$ cat config.mk
export PLATFORM = sky130hd
export DESIGN_NAME = ordered_deadline_timer_table_flat
export DESIGN_NICKNAME = d
export VERILOG_FILES = /design/src/odtt_pkg.sv /design/src/odtt_in_if.sv /design/src/odtt_out_if.sv /design/src/odtt_cfg_if.sv /design/src/odtt_ram.sv /design/src/odtt_ctrl.sv /design/src/odtt_datapath.sv /design/src/ordered_deadline_timer_table.sv /design/src/flat_wrapper.sv
export VERILOG_INCLUDE_DIRS = /design/src /design/src/src
export SDC_FILE = /design/constraint.sdc
export NUM_CORES = 2
export LEC_CHECK = 0
export ABC_CLOCK_PERIOD_IN_PS = 5800
export BUFFER_PORTS_ARGS = -buffer_cell sky130_fd_sc_hd__buf_2
export CAP_MARGIN = 20
export CELL_PAD_IN_SITES_DETAIL_PLACEMENT = 1
export CELL_PAD_IN_SITES_GLOBAL_PLACEMENT = 1
export CORE_MARGIN = 10
export CORE_UTILIZATION = 49
export DETAILED_ROUTE_END_ITERATION = 16
export PLACE_DENSITY_LB_ADDON = 0.1
export SYNTH_ARGS = -nofsm -noshare
export SYNTH_HDL_FRONTEND = slang
export SYNTH_SLANG_ARGS = --single-unit
$ cat constraint.sdc
create_clock -name clk -period 5.8 [get_ports clk]
set_clock_uncertainty 0.2 [all_clocks]
set_input_delay 0.29 -clock clk [delete_from_list [all_inputs] [get_ports clk]]
set_output_delay 0.29 -clock clk [all_outputs]
set_load 0.005 [all_outputs]
$ cat src/ordered_deadline_timer_table_defines.svh
// Assertion helpers for the deadline timer table.
// Each expects clk and rst_n in scope.
`ifndef ORDERED_DEADLINE_TIMER_TABLE_DEFINES_SVH
`define ORDERED_DEADLINE_TIMER_TABLE_DEFINES_SVH

// same-cycle implication
`define ODTT_ASSERT_IMPL(name, ante, cons) \
    name: assert property (@(posedge clk) disable iff (!rst_n) (ante) |-> (cons)) \
        else $error("odtt: same-cycle check failed");

// next-cycle implication
`define ODTT_ASSERT_NEXT(name, ante, cons) \
    name: assert property (@(posedge clk) disable iff (!rst_n) (ante) |=> (cons)) \
        else $error("odtt: next-cycle check failed");

`endif

$ cat src/odtt_pkg.sv
`timescale 1ns / 1ps
package odtt_pkg;

    localparam int ACTION_W  = 2;
    localparam int SLOT_ID_W = 4;
    localparam int TIME_W    = 63;
    localparam int WAIT_W    = 30;

    localparam int NUM_SLOTS_DEF  = 16;
    localparam int FIRE_BATCH_DEF = 16;
    // most results one tick may produce
    localparam int MAX_RESULTS    = 16;

    localparam logic [WAIT_W-1:0] WAIT_RESET = 30'd100000000;

    localparam logic [ACTION_W-1:0] ACT_ARM    = 2'd0;
    localparam logic [ACTION_W-1:0] ACT_DISARM = 2'd1;
    localparam logic [ACTION_W-1:0] ACT_TICK   = 2'd2;

    typedef struct packed {
        logic arm;         // write deadline, append if newly armed
        logic scan_start;  // clear scan counters
        logic ord_rd;      // read list entry at read pointer
        logic dl_rd;       // read deadline of that entry
        logic eval;        // decide fire/keep/drop for the entry
        logic scan_end;    // commit compacted count
        logic calc;        // wait difference
        logic emit_last;   // load final word of a tick
    } ctrl_cmd_t;

    typedef struct packed {
        logic arm_ok;
        logic rm_ok;
        logic tick;
        logic scan_done;
        logic eval_stall;
        logic out_full;
    } ctrl_sts_t;

endpackage

$ cat src/odtt_in_if.sv
`timescale 1ns / 1ps
interface odtt_in_if;
    logic                             valid;
    logic                             ready;
    logic [odtt_pkg::ACTION_W-1:0]    action;
    logic [odtt_pkg::SLOT_ID_W-1:0]   slot_id;
    logic [odtt_pkg::TIME_W-1:0]      due_ns;
    logic [odtt_pkg::TIME_W-1:0]      now_ns;

    modport source (output valid, action, slot_id, due_ns, now_ns, input ready);
    modport sink   (input valid, action, slot_id, due_ns, now_ns, output ready);
endinterface

$ cat src/odtt_out_if.sv
`timescale 1ns / 1ps
interface odtt_out_if;
    logic                             valid;
    logic                             ready;
    logic                             fired_valid;
    logic [odtt_pkg::SLOT_ID_W-1:0]   fired_slot;
    logic [odtt_pkg::WAIT_W-1:0]      wait_ns;
    logic                             last;

    modport source (output valid, fired_valid, fired_slot, wait_ns, last, input ready);
    modport sink   (input valid, fired_valid, fired_slot, wait_ns, last, output ready);
endinterface

$ cat src/odtt_cfg_if.sv
`timescale 1ns / 1ps
interface odtt_cfg_if;
    logic                             valid;
    logic                             ready;
    logic [odtt_pkg::WAIT_W-1:0]      data;

    modport source (output valid, data, input ready);
    modport sink   (input valid, data, output ready);
endinterface

$ cat src/odtt_ram.sv
`timescale 1ns / 1ps
module odtt_ram #(
    parameter int WIDTH = 8,
    parameter int DEPTH = 16
) (
    input  logic                     clk,
    input  logic                     we,
    input  logic [$clog2(DEPTH)-1:0] waddr,
    input  logic [WIDTH-1:0]         wdata,
    input  logic                     re,
    input  logic [$clog2(DEPTH)-1:0] raddr,
    output logic [WIDTH-1:0]         rdata
);

    logic [WIDTH-1:0] mem_reg [DEPTH];
    logic [WIDTH-1:0] rdata_reg;

    always_ff @(posedge clk)
    begin
        if (we)
        begin
            mem_reg[waddr] <= wdata;
        end
        if (re)
        begin
            rdata_reg <= mem_reg[raddr];
        end
    end

    assign rdata = rdata_reg;

endmodule

$ cat src/odtt_ctrl.sv
`timescale 1ns / 1ps
module odtt_ctrl (
    input  logic                clk,
    input  logic                rst_n,
    input  logic                in_valid,
    output logic                in_ready,
    input  odtt_pkg::ctrl_sts_t sts,
    output odtt_pkg::ctrl_cmd_t cmd
);

    typedef enum logic [2:0] {
        S_IDLE,
        S_DECODE,
        S_ORD,
        S_DL,
        S_EVAL,
        S_CALC,
        S_FINISH
    } state_t;

    state_t state_reg;
    state_t state_next;

    always_comb
    begin
        state_next = state_reg;
        cmd        = '0;
        unique case (state_reg)
            S_IDLE:
            begin
                if (in_valid)
                begin
                    state_next = S_DECODE;
                end
            end
            S_DECODE:
            begin
                if (sts.arm_ok)
                begin
                    cmd.arm    = 1'b1;
                    state_next = S_IDLE;
                end
                else if (sts.rm_ok || sts.tick)
                begin
                    cmd.scan_start = 1'b1;
                    state_next     = S_ORD;
                end
                else
                begin
                    state_next = S_IDLE;
                end
            end
            S_ORD:
            begin
                if (sts.scan_done)
                begin
                    cmd.scan_end = 1'b1;
                    state_next   = sts.tick ? S_CALC : S_IDLE;
                end
                else
                begin
                    cmd.ord_rd = 1'b1;
                    state_next = S_DL;
                end
            end
            S_DL:
            begin
                cmd.dl_rd  = 1'b1;
                state_next = S_EVAL;
            end
            S_EVAL:
            begin
                // a second fire needs the output register to flush the held one
                if (!sts.eval_stall)
                begin
                    cmd.eval   = 1'b1;
                    state_next = S_ORD;
                end
            end
            S_CALC:
            begin
                cmd.calc   = 1'b1;
                state_next = S_FINISH;
            end
            S_FINISH:
            begin
                if (!sts.out_full)
                begin
                    cmd.emit_last = 1'b1;
                    state_next    = S_IDLE;
                end
            end
            default:
            begin
                state_next = S_IDLE;
            end
        endcase
    end

    always_ff @(posedge clk or negedge rst_n)
    begin
        if (!rst_n)
        begin
            state_reg <= S_IDLE;
        end
        else
        begin
            state_reg <= state_next;
        end
    end

    assign in_ready = (state_reg == S_IDLE);

endmodule

$ cat src/odtt_datapath.sv
`timescale 1ns / 1ps
module odtt_datapath #(
    parameter int NUM_SLOTS  = odtt_pkg::NUM_SLOTS_DEF,
    parameter int FIRE_BATCH = odtt_pkg::FIRE_BATCH_DEF
) (
    input  logic                             clk,
    input  logic                             rst_n,
    input  logic                             in_take,
    input  logic [odtt_pkg::ACTION_W-1:0]    in_action,
    input  logic [odtt_pkg::SLOT_ID_W-1:0]   in_slot_id,
    input  logic [odtt_pkg::TIME_W-1:0]      in_due_ns,
    input  logic [odtt_pkg::TIME_W-1:0]      in_now_ns,
    input  logic                             cfg_take,
    input  logic [odtt_pkg::WAIT_W-1:0]      cfg_data,
    output logic                             out_valid,
    input  logic                             out_ready,
    output logic                             out_fired_valid,
    output logic [odtt_pkg::SLOT_ID_W-1:0]   out_fired_slot,
    output logic [odtt_pkg::WAIT_W-1:0]      out_wait_ns,
    output logic                             out_last,
    input  odtt_pkg::ctrl_cmd_t              ctl,
    output odtt_pkg::ctrl_sts_t              sts
);

    localparam int SW    = $clog2(NUM_SLOTS);
    localparam int CW    = $clog2(NUM_SLOTS + 1);
    localparam int LIMIT = (FIRE_BATCH < odtt_pkg::MAX_RESULTS) ? FIRE_BATCH
                                                                 : odtt_pkg::MAX_RESULTS;
    localparam int NW    = $clog2(LIMIT + 1);
    localparam int IdW   = odtt_pkg::SLOT_ID_W;
    localparam int TW    = odtt_pkg::TIME_W;
    localparam int WW    = odtt_pkg::WAIT_W;
    localparam int AW    = odtt_pkg::ACTION_W;

    // captured item
    logic [AW-1:0]        act_reg;
    logic [IdW-1:0]       slot_reg;
    logic [TW-1:0]        dl_reg;
    logic [TW-1:0]        now_reg;

    // list and scan state
    logic [CW-1:0]        count_reg;
    logic [CW-1:0]        r_reg;
    logic [CW-1:0]        w_reg;
    logic [NW-1:0]        n_reg;
    logic [NUM_SLOTS-1:0] armed_reg;
    logic                 any_reg;
    logic                 pend_valid_reg;
    logic [SW-1:0]        s_reg;
    logic [SW-1:0]        pend_reg;
    logic [TW-1:0]        next_reg;
    logic                 due_reg;
    logic [TW-1:0]        diff_reg;
    logic [WW-1:0]        maxw_reg;

    logic                 out_valid_reg;
    logic                 out_fv_reg;
    logic [IdW-1:0]       out_slot_reg;
    logic [WW-1:0]        out_wait_reg;
    logic                 out_last_reg;

    logic                 is_arm;
    logic                 is_dis;
    logic                 is_tick;
    logic                 slot_ok;
    logic [SW-1:0]        slot_idx;
    logic                 arm_new;
    logic [SW-1:0]        ord_rdata;
    logic [TW-1:0]        dl_rdata;
    logic                 due;
    logic                 fire;
    logic                 keep;
    logic                 out_full;
    logic                 load_pend;
    logic                 ord_we;
    logic [SW-1:0]        ord_waddr;
    logic [WW-1:0]        wait_final;

    assign is_arm   = (act_reg == odtt_pkg::ACT_ARM);
    assign is_dis   = (act_reg == odtt_pkg::ACT_DISARM);
    assign is_tick  = (act_reg == odtt_pkg::ACT_TICK);
    assign slot_ok  = (int'(slot_reg) < NUM_SLOTS);
    assign slot_idx = SW'(slot_reg);
    assign arm_new  = is_arm && slot_ok && !armed_reg[slot_idx]
                      && (count_reg < CW'(NUM_SLOTS));

    assign due       = (dl_rdata <= now_reg);
    assign fire      = is_tick && due && (n_reg < NW'(LIMIT));
    assign keep      = is_tick ? !fire : (s_reg != slot_idx);
    assign out_full  = out_valid_reg && !out_ready;
    assign load_pend = ctl.eval && fire && pend_valid_reg;

    assign ord_we    = (ctl.arm && arm_new) || (ctl.eval && keep);
    assign ord_waddr = ctl.arm ? count_reg[SW-1:0] : w_reg[SW-1:0];

    always_comb
    begin
        if (!any_reg)
        begin
            wait_final = maxw_reg;
        end
        else if (due_reg)
        begin
            wait_final = '0;
        end
        else if (diff_reg > TW'(maxw_reg))
        begin
            wait_final = maxw_reg;
        end
        else
        begin
            wait_final = diff_reg[WW-1:0];
        end
    end

    assign sts.arm_ok     = is_arm && slot_ok;
    assign sts.rm_ok      = is_dis && slot_ok && armed_reg[slot_idx];
    assign sts.tick       = is_tick;
    assign sts.scan_done  = (r_reg == count_reg);
    assign sts.eval_stall = fire && pend_valid_reg && out_full;
    assign sts.out_full   = out_full;

    // armed list in arming order, compacted in place during a scan
    odtt_ram #(
        .WIDTH (SW),
        .DEPTH (NUM_SLOTS)
    ) u_order_ram (
        .clk   (clk),
        .we    (ord_we),
        .waddr (ord_waddr),
        .wdata (ctl.arm ? slot_idx : s_reg),
        .re    (ctl.ord_rd),
        .raddr (r_reg[SW-1:0]),
        .rdata (ord_rdata)
    );

    odtt_ram #(
        .WIDTH (TW),
        .DEPTH (NUM_SLOTS)
    ) u_deadline_ram (
        .clk   (clk),
        .we    (ctl.arm && slot_ok),
        .waddr (slot_idx),
        .wdata (dl_reg),
        .re    (ctl.dl_rd),
        .raddr (ord_rdata),
        .rdata (dl_rdata)
    );

    always_ff @(posedge clk or negedge rst_n)
    begin
        if (!rst_n)
        begin
            count_reg      <= '0;
            r_reg          <= '0;
            w_reg          <= '0;
            n_reg          <= '0;
            armed_reg      <= '0;
            any_reg        <= 1'b0;
            pend_valid_reg <= 1'b0;
            maxw_reg       <= odtt_pkg::WAIT_RESET;
            out_valid_reg  <= 1'b0;
        end
        else
        begin
            if (cfg_take)
            begin
                maxw_reg <= cfg_data;
            end
            if (ctl.arm && arm_new)
            begin
                count_reg           <= count_reg + 1'b1;
                armed_reg[slot_idx] <= 1'b1;
            end
            if (ctl.scan_start)
            begin
                r_reg          <= '0;
                w_reg          <= '0;
                n_reg          <= '0;
                any_reg        <= 1'b0;
                pend_valid_reg <= 1'b0;
                if (is_dis)
                begin
                    armed_reg[slot_idx] <= 1'b0;
                end
            end
            if (ctl.eval)
            begin
                r_reg <= r_reg + 1'b1;
                if (fire)
                begin
                    n_reg            <= n_reg + 1'b1;
                    pend_valid_reg   <= 1'b1;
                    armed_reg[s_reg] <= 1'b0;
                end
                if (keep)
                begin
                    w_reg <= w_reg + 1'b1;
                    if (is_tick)
                    begin
                        any_reg <= 1'b1;
                    end
                end
            end
            if (ctl.scan_end)
            begin
                count_reg <= w_reg;
            end
            if (load_pend || ctl.emit_last)
            begin
                out_valid_reg <= 1'b1;
            end
            else if (out_ready)
            begin
                out_valid_reg <= 1'b0;
            end
        end
    end

    always_ff @(posedge clk)
    begin
        if (in_take)
        begin
            act_reg  <= in_action;
            slot_reg <= in_slot_id;
            dl_reg   <= in_due_ns;
            now_reg  <= in_now_ns;
        end
        if (ctl.dl_rd)
        begin
            s_reg <= ord_rdata;
        end
        if (ctl.eval && fire)
        begin
            pend_reg <= s_reg;
        end
        if (ctl.eval && keep && is_tick && (!any_reg || dl_rdata < next_reg))
        begin
            next_reg <= dl_rdata;
        end
        if (ctl.calc)
        begin
            due_reg  <= (next_reg <= now_reg);
            diff_reg <= next_reg - now_reg;
        end
        // held fire goes out as a non-final word when the next one arrives
        if (load_pend)
        begin
            out_fv_reg   <= 1'b1;
            out_slot_reg <= IdW'(pend_reg);
            out_wait_reg <= '0;
            out_last_reg <= 1'b0;
        end
        else if (ctl.emit_last)
        begin
            out_fv_reg   <= pend_valid_reg;
            out_slot_reg <= pend_valid_reg ? IdW'(pend_reg) : '0;
            out_wait_reg <= wait_final;
            out_last_reg <= 1'b1;
        end
    end

    assign out_valid       = out_valid_reg;
    assign out_fired_valid = out_fv_reg;
    assign out_fired_slot  = out_slot_reg;
    assign out_wait_ns     = out_wait_reg;
    assign out_last        = out_last_reg;

endmodule

$ cat src/ordered_deadline_timer_table.sv
// Deadline timer table with an armed list kept in arming order.
// Arm, unknown action, disarm of an unarmed slot: done after decode. Disarm: a list scan.
// Tick: scans the list, with a list read, deadline read and compare per entry.
// A fired word is held until the next fire or the final word; a held-off output stalls.
// Reset (rst_n low, async): list empty, all slots disarmed, max wait 100000000 ns.
`timescale 1ns / 1ps
`include "ordered_deadline_timer_table_defines.svh"
module ordered_deadline_timer_table #(
    parameter int NUM_SLOTS  = odtt_pkg::NUM_SLOTS_DEF,
    parameter int FIRE_BATCH = odtt_pkg::FIRE_BATCH_DEF
) (
    input logic         clk,
    input logic         rst_n,
    odtt_in_if.sink     cmd,
    odtt_out_if.source  rsp,
    odtt_cfg_if.sink    cfg
);

    odtt_pkg::ctrl_cmd_t ctl_cmd;
    odtt_pkg::ctrl_sts_t ctl_sts;
    logic                in_ready;

    assign cmd.ready = in_ready;
    assign cfg.ready = 1'b1;

    odtt_ctrl u_ctrl (
        .clk      (clk),
        .rst_n    (rst_n),
        .in_valid (cmd.valid),
        .in_ready (in_ready),
        .sts      (ctl_sts),
        .cmd      (ctl_cmd)
    );

    odtt_datapath #(
        .NUM_SLOTS  (NUM_SLOTS),
        .FIRE_BATCH (FIRE_BATCH)
    ) u_datapath (
        .clk             (clk),
        .rst_n           (rst_n),
        .in_take         (cmd.valid && in_ready),
        .in_action       (cmd.action),
        .in_slot_id      (cmd.slot_id),
        .in_due_ns       (cmd.due_ns),
        .in_now_ns       (cmd.now_ns),
        .cfg_take        (cfg.valid),
        .cfg_data        (cfg.data),
        .out_valid       (rsp.valid),
        .out_ready       (rsp.ready),
        .out_fired_valid (rsp.fired_valid),
        .out_fired_slot  (rsp.fired_slot),
        .out_wait_ns     (rsp.wait_ns),
        .out_last        (rsp.last),
        .ctl             (ctl_cmd),
        .sts             (ctl_sts)
    );

    `ODTT_ASSERT_IMPL(a_quiet_on_accept, cmd.valid && cmd.ready, ctl_cmd == '0)
    `ODTT_ASSERT_IMPL(a_no_stalled_eval, ctl_cmd.eval, !ctl_sts.eval_stall)
    `ODTT_ASSERT_IMPL(a_no_emit_when_full, ctl_cmd.emit_last, !ctl_sts.out_full)
    `ODTT_ASSERT_NEXT(a_busy_after_accept, cmd.valid && cmd.ready, !cmd.ready)

endmodule
$ cat src/flat_wrapper.sv
// flat-port wrapper written by rule: the top's interface ports become plain ports
module ordered_deadline_timer_table_flat 
#(
    parameter int NUM_SLOTS  = odtt_pkg::NUM_SLOTS_DEF,
    parameter int FIRE_BATCH = odtt_pkg::FIRE_BATCH_DEF
)
  (clk, rst_n, cmd_valid, cmd_action, cmd_slot_id, cmd_due_ns, cmd_now_ns, cmd_ready, rsp_valid, rsp_fired_valid, rsp_fired_slot, rsp_wait_ns, rsp_last, rsp_ready, cfg_valid, cfg_data, cfg_ready);
  odtt_in_if cmd_i ();
  odtt_out_if rsp_i ();
  odtt_cfg_if cfg_i ();
  input logic clk;
  input logic rst_n;
  input wire logic [$bits(cmd_i.valid)-1:0] cmd_valid;
  input wire logic [$bits(cmd_i.action)-1:0] cmd_action;
  input wire logic [$bits(cmd_i.slot_id)-1:0] cmd_slot_id;
  input wire logic [$bits(cmd_i.due_ns)-1:0] cmd_due_ns;
  input wire logic [$bits(cmd_i.now_ns)-1:0] cmd_now_ns;
  output wire logic [$bits(cmd_i.ready)-1:0] cmd_ready;
  output wire logic [$bits(rsp_i.valid)-1:0] rsp_valid;
  output wire logic [$bits(rsp_i.fired_valid)-1:0] rsp_fired_valid;
  output wire logic [$bits(rsp_i.fired_slot)-1:0] rsp_fired_slot;
  output wire logic [$bits(rsp_i.wait_ns)-1:0] rsp_wait_ns;
  output wire logic [$bits(rsp_i.last)-1:0] rsp_last;
  input wire logic [$bits(rsp_i.ready)-1:0] rsp_ready;
  input wire logic [$bits(cfg_i.valid)-1:0] cfg_valid;
  input wire logic [$bits(cfg_i.data)-1:0] cfg_data;
  output wire logic [$bits(cfg_i.ready)-1:0] cfg_ready;
  assign cmd_i.valid = cmd_valid;
  assign cmd_i.action = cmd_action;
  assign cmd_i.slot_id = cmd_slot_id;
  assign cmd_i.due_ns = cmd_due_ns;
  assign cmd_i.now_ns = cmd_now_ns;
  assign cmd_ready = cmd_i.ready;
  assign rsp_valid = rsp_i.valid;
  assign rsp_fired_valid = rsp_i.fired_valid;
  assign rsp_fired_slot = rsp_i.fired_slot;
  assign rsp_wait_ns = rsp_i.wait_ns;
  assign rsp_last = rsp_i.last;
  assign rsp_i.ready = rsp_ready;
  assign cfg_i.valid = cfg_valid;
  assign cfg_i.data = cfg_data;
  assign cfg_ready = cfg_i.ready;
  ordered_deadline_timer_table #(.NUM_SLOTS(NUM_SLOTS), .FIRE_BATCH(FIRE_BATCH)) u_core (.clk(clk), .rst_n(rst_n), .cmd(cmd_i), .rsp(rsp_i), .cfg(cfg_i));
endmodule
==> summary.md <==
| Metric | Value |
|---|---|
| Clock root buffer master | `clkbuf_16` |
| Leakage power | `0.0257 µW` |
| Crit path capture type | `register` |
| CP arrival | `4.62 ns` |
| Highest fanout seen on the critical path | `63` |
| Portion of the post-synthesis area used by sequential elements | `71.0%` |
| Filler cells | `11,291` |
| Cell area after placement | `66,600 µm²` |
| Vertical die dimension | `379 µm` |
| Total Nets Final | `4,407` |
| Clock-pin slew on the worst setup and hold paths | `0.06 ns` |
| Synth top area share | `67.1%` |
| Critical path data required time | `6.01 ns` |
| Die Area | `144,000 µm²` |
| Die W | `379 µm` |
| Share of the synthesized netlist area taken by xor and xnor gates | `0.986%` |
| Number of placement rows | `131` |
| Flip-flop count of the largest register, all copies and words added | `1,008` |
| Maximum number of pins on one net before global-route repair | `106` |
| Post-synthesis cell area | `63,100 µm²` |
| Post-Synth Adder-Cell Area | `4.43%` |
| Clock network fraction of design power | `31.4%` |
| Cell depth of the worst min-delay path | `2` |
| Reported net switching power | `8760 µW` |
| Inserted Clock Buffers | `160` |
| Vias | `34,496` |
| Worst r2r path cells | `12` |
| Initial standard-cell utilization of the core | `49.4%` |
| Cells after synthesis | `3,493` |
| Remaining DRCs | `0` |
| DP Wirelength | `103,000 µm` |
| Tightest hold margin | `0.0468 ns` |
| Status | `completed` |
| Main synth FF type | `edfxtp_1` |
| Setup Viol. Count Final | `0` |
| Proportion of power drawn by combinational gates | `21.8%` |
| First-pass GRT wire length | `247,000 µm` |
| Number of unique standard cell types used by synthesis | `80` |
| RePlAce Congestion | `0.838` |
| Total global-route track usage | `23.2%` |
| Cell taking the most area after synthesis | `edfxtp_1` |
| Initial antenna violation count | `14` |
| Core Region | `128,000 µm²` |
| Main combinational cell family by area after synthesis | `multiplexers` |
| Layout overhead on the synthesized area | `17.1%` |
| Power Density | `414 nW/µm²` |
| Setup TNS after final layout | `0 ns` |
| Routed wire length | `165,000 µm` |
| Number of H-tree levels | `4` |
| Average via count per standard cell | `5.94` |
| Routed wirelength normalized by instance count | `28.4 µm` |
| Setup repair after global routing missed its margin | `no` |
| Vias in the first global route | `37,308` |
| Portion of total power attributed to sequential cells | `46.8%` |
| Mux share of post-synthesis cell area | `12.4%` |
| Worst VDD drop | `0.253 mV` |
| Final non-filler cell area | `73,900 µm²` |
| Total instance count after detailed placement | `5,279` |
| Post-route minimum period | `4.41 ns` |
| Syn avg cell area | `18.1 µm²` |
| Total count of max-transition violations in the final report | `0` |
| TritonCTS clock tree | `done` |
| Fmax | `227 MHz` |
| Synthesized netlist net count | `3,883` |
| Nature of the critical path startpoint | `register` |
| Violation count after the first detailed-route iteration | `3,114` |
| Overflow after GRT | `0` |
| Switching Share | `28.7%` |
| IO Port Bufs | `204` |
| Synth top area cells | `edfxtp_1 67%, mux4_2 12%, ha_1 4.4%, dfrtp_1 2.4%, inv_1 1.1%` |
| Final core area utilization | `57.9%` |
| Total area of multi-input combinational cells | `17,200 µm²` |
| Number of warnings reported in the yosys synthesis log | `0` |
| CTS Buffer Depth | `3` |
| CTS sink count | `1,514` |
| Share of final-layout standard cells stronger than drive strength 1 | `21.4%` |
| Clock latency at the later pin of the worst-skew pair | `0.78 ns` |
| FF+latch count, synth | `1,514` |
| Compound-Gate Fraction of Synth Area | `5.25%` |
| Top Ports | `206` |
| Transition time at the pin with the least slew margin | `1.06 ns` |
| Number of hold-slack violations in the final timing report | `0` |
| Total of max-cap violations | `0` |
| Worst slew margin relative to its limit | `28.5%` |
| Portion of the clock cycle consumed by the worst path in the final layout | `76.1%` |
| Share of async-settable or async-resettable flops after synthesis | `4.76%` |
| Number of detailed-routing iterations run before antenna repair | `5` |
| Reg area | `44,800 µm²` |
| Count of antenna-violating nets left after detailed routing | `0` |
| Internal power | `21,800 µW` |
| Area share of and/or/nand/nor cells after synthesis | `3.89%` |
| Hold crit path type | `in -> reg` |
| Number of flops mapped to enable cells by yosys | `1,410` |
| Final instance count without filler cells | `5,807` |
| Worst Setup Path Type | `reg -> reg` |
[power groups by stage]
stage / combinational [µW] / clock, µW / sequential (µW)
floorplan: 4440 / 0 / 14100
global route: 7260 / 10300 / 14400
finish: 6660 / 9590 / 14300
detailed placement: 6540 / 0 / 14500
CTS: 6700 / 9810 / 14300
global placement: 6360 / 0 / 14400
[layer usage]
layer / up-vias / track usage (%) / routed length, µm
met3: 203 / 3.80 / 9280
met5: - / 0 / 27
met4: 4 / 5.66 / 3160
met2: 1101 / 38.2 / 80700
met1: 18118 / 32.5 / 71600
li1: 15070 / - / -
[final cells by class]
type	count	share of cell area [%]
diodes	4	0.0135
clock buffers	212	5.89
clock inverters	74	0.696
inverters	189	0.960
multi-input cells	1653	23.2
flip-flops and latches	1514	60.6
well taps	1662	2.81
repair buffers	499	5.77
[final timing paths]
kind	startpoint	slack (ns)	endpoint
max	u_core.u_datapath.u_deadline_ram.rdata[54]	1.39	u_core.u_datapath.next_reg[0]
min	cmd_due_ns[14]	0.05	u_core.u_datapath.dl_reg[14]
max reg2reg	u_core.u_datapath.u_deadline_ram.rdata[54]	1.39	u_core.u_datapath.next_reg[0]
min reg2reg	u_core.u_datapath.out_fired_valid	0.28	u_core.u_datapath.out_fired_valid
max in group asynchronous	rst_n	4.25	u_core.u_datapath.maxw_reg[16]
min in group asynchronous	rst_n	0.47	u_core.u_datapath.out_valid
[stage by stage]
stage          power [µW]  setup slack [ns]
2_1_floorplan       18600             0.934
3_3_place_gp        20800              1.39
3_5_place_dp        21100              1.32
4_1_cts             30800              1.34
5_1_grt             32000              1.07
6_report            30600              1.39
[cell usage after synthesis (all sizes together) (10+ instances only)]
cell type,n
edfxtp,1410
mux4,340
ha,222
inv,188
nand2,139
nor2,127
a21oi,126
o21ai,102
clkbuf,89
a21o,79
dfrtp,60
buf,48
nand4,45
xnor2,43
nand3,40
a211oi,35
dfxtp,32
nor3,32
nor2b,30
xor2,28
a31oi,25
a22oi,24
o22ai,21
nor4,18
and2,15
o21bai,14
and3,13
nand2b,13
dfstp,12
mux2i,11
o211ai,10
o31ai,10
[placed cells by master (no fill, tap or decap), types with 45 or more instances in the layout]
| master | Yosys | final |
|---|---|---|
| a21o_1 | 79 | 79 |
| nand2_1 | 139 | 138 |
| a21oi_1 | 124 | 123 |
| buf_2 | 10 | 204 |
| inv_1 | 188 | 188 |
| mux4_2 | 338 | 338 |
| nor2_1 | 125 | 109 |
| edfxtp_1 | 1410 | 1410 |
| nand4_1 | 45 | 45 |
| dfrtp_1 | 60 | 60 |
| o21ai_0 | 96 | 95 |
| ha_1 | 222 | 222 |
| clkbuf_16 | 0 | 164 |
| dlygate4sd3_1 | 0 | 236 |
[logic make-up (layout without fill, tap and decap cells)]
family	after synthesis	in the layout
flops	1514	1514
simple gates	503	503
compound gates	500	500
mux	355	355
buf+inv	326	974
fa+ha+maj	223	223
xor+xnor	71	71
other cells	1	5
[worst max-delay path, stage by stage, from the launching register on]
cell       delay [ns]
edfxtp_1         0.43
ha_1             0.34
nand4_1          0.19
nor4_1           0.72
nand2_1          0.18
nor3_1           0.22
a21oi_1          0.10
o2111ai_2        0.10
o31ai_2          0.17
a21oi_2          0.50
nand3_1          0.22
a21oi_4          0.18
buf_12           0.30
[what timing repair did]
item | in CTS | in global routing
hold buffers | 235 | 1
endpoints found under the hold margin | 227 | 35
endpoints found under the setup margin | 0 | 0
gates resized for setup | 0 | 0
buffers inserted | 0 | 0
Power figures use the tool's default switching activity.
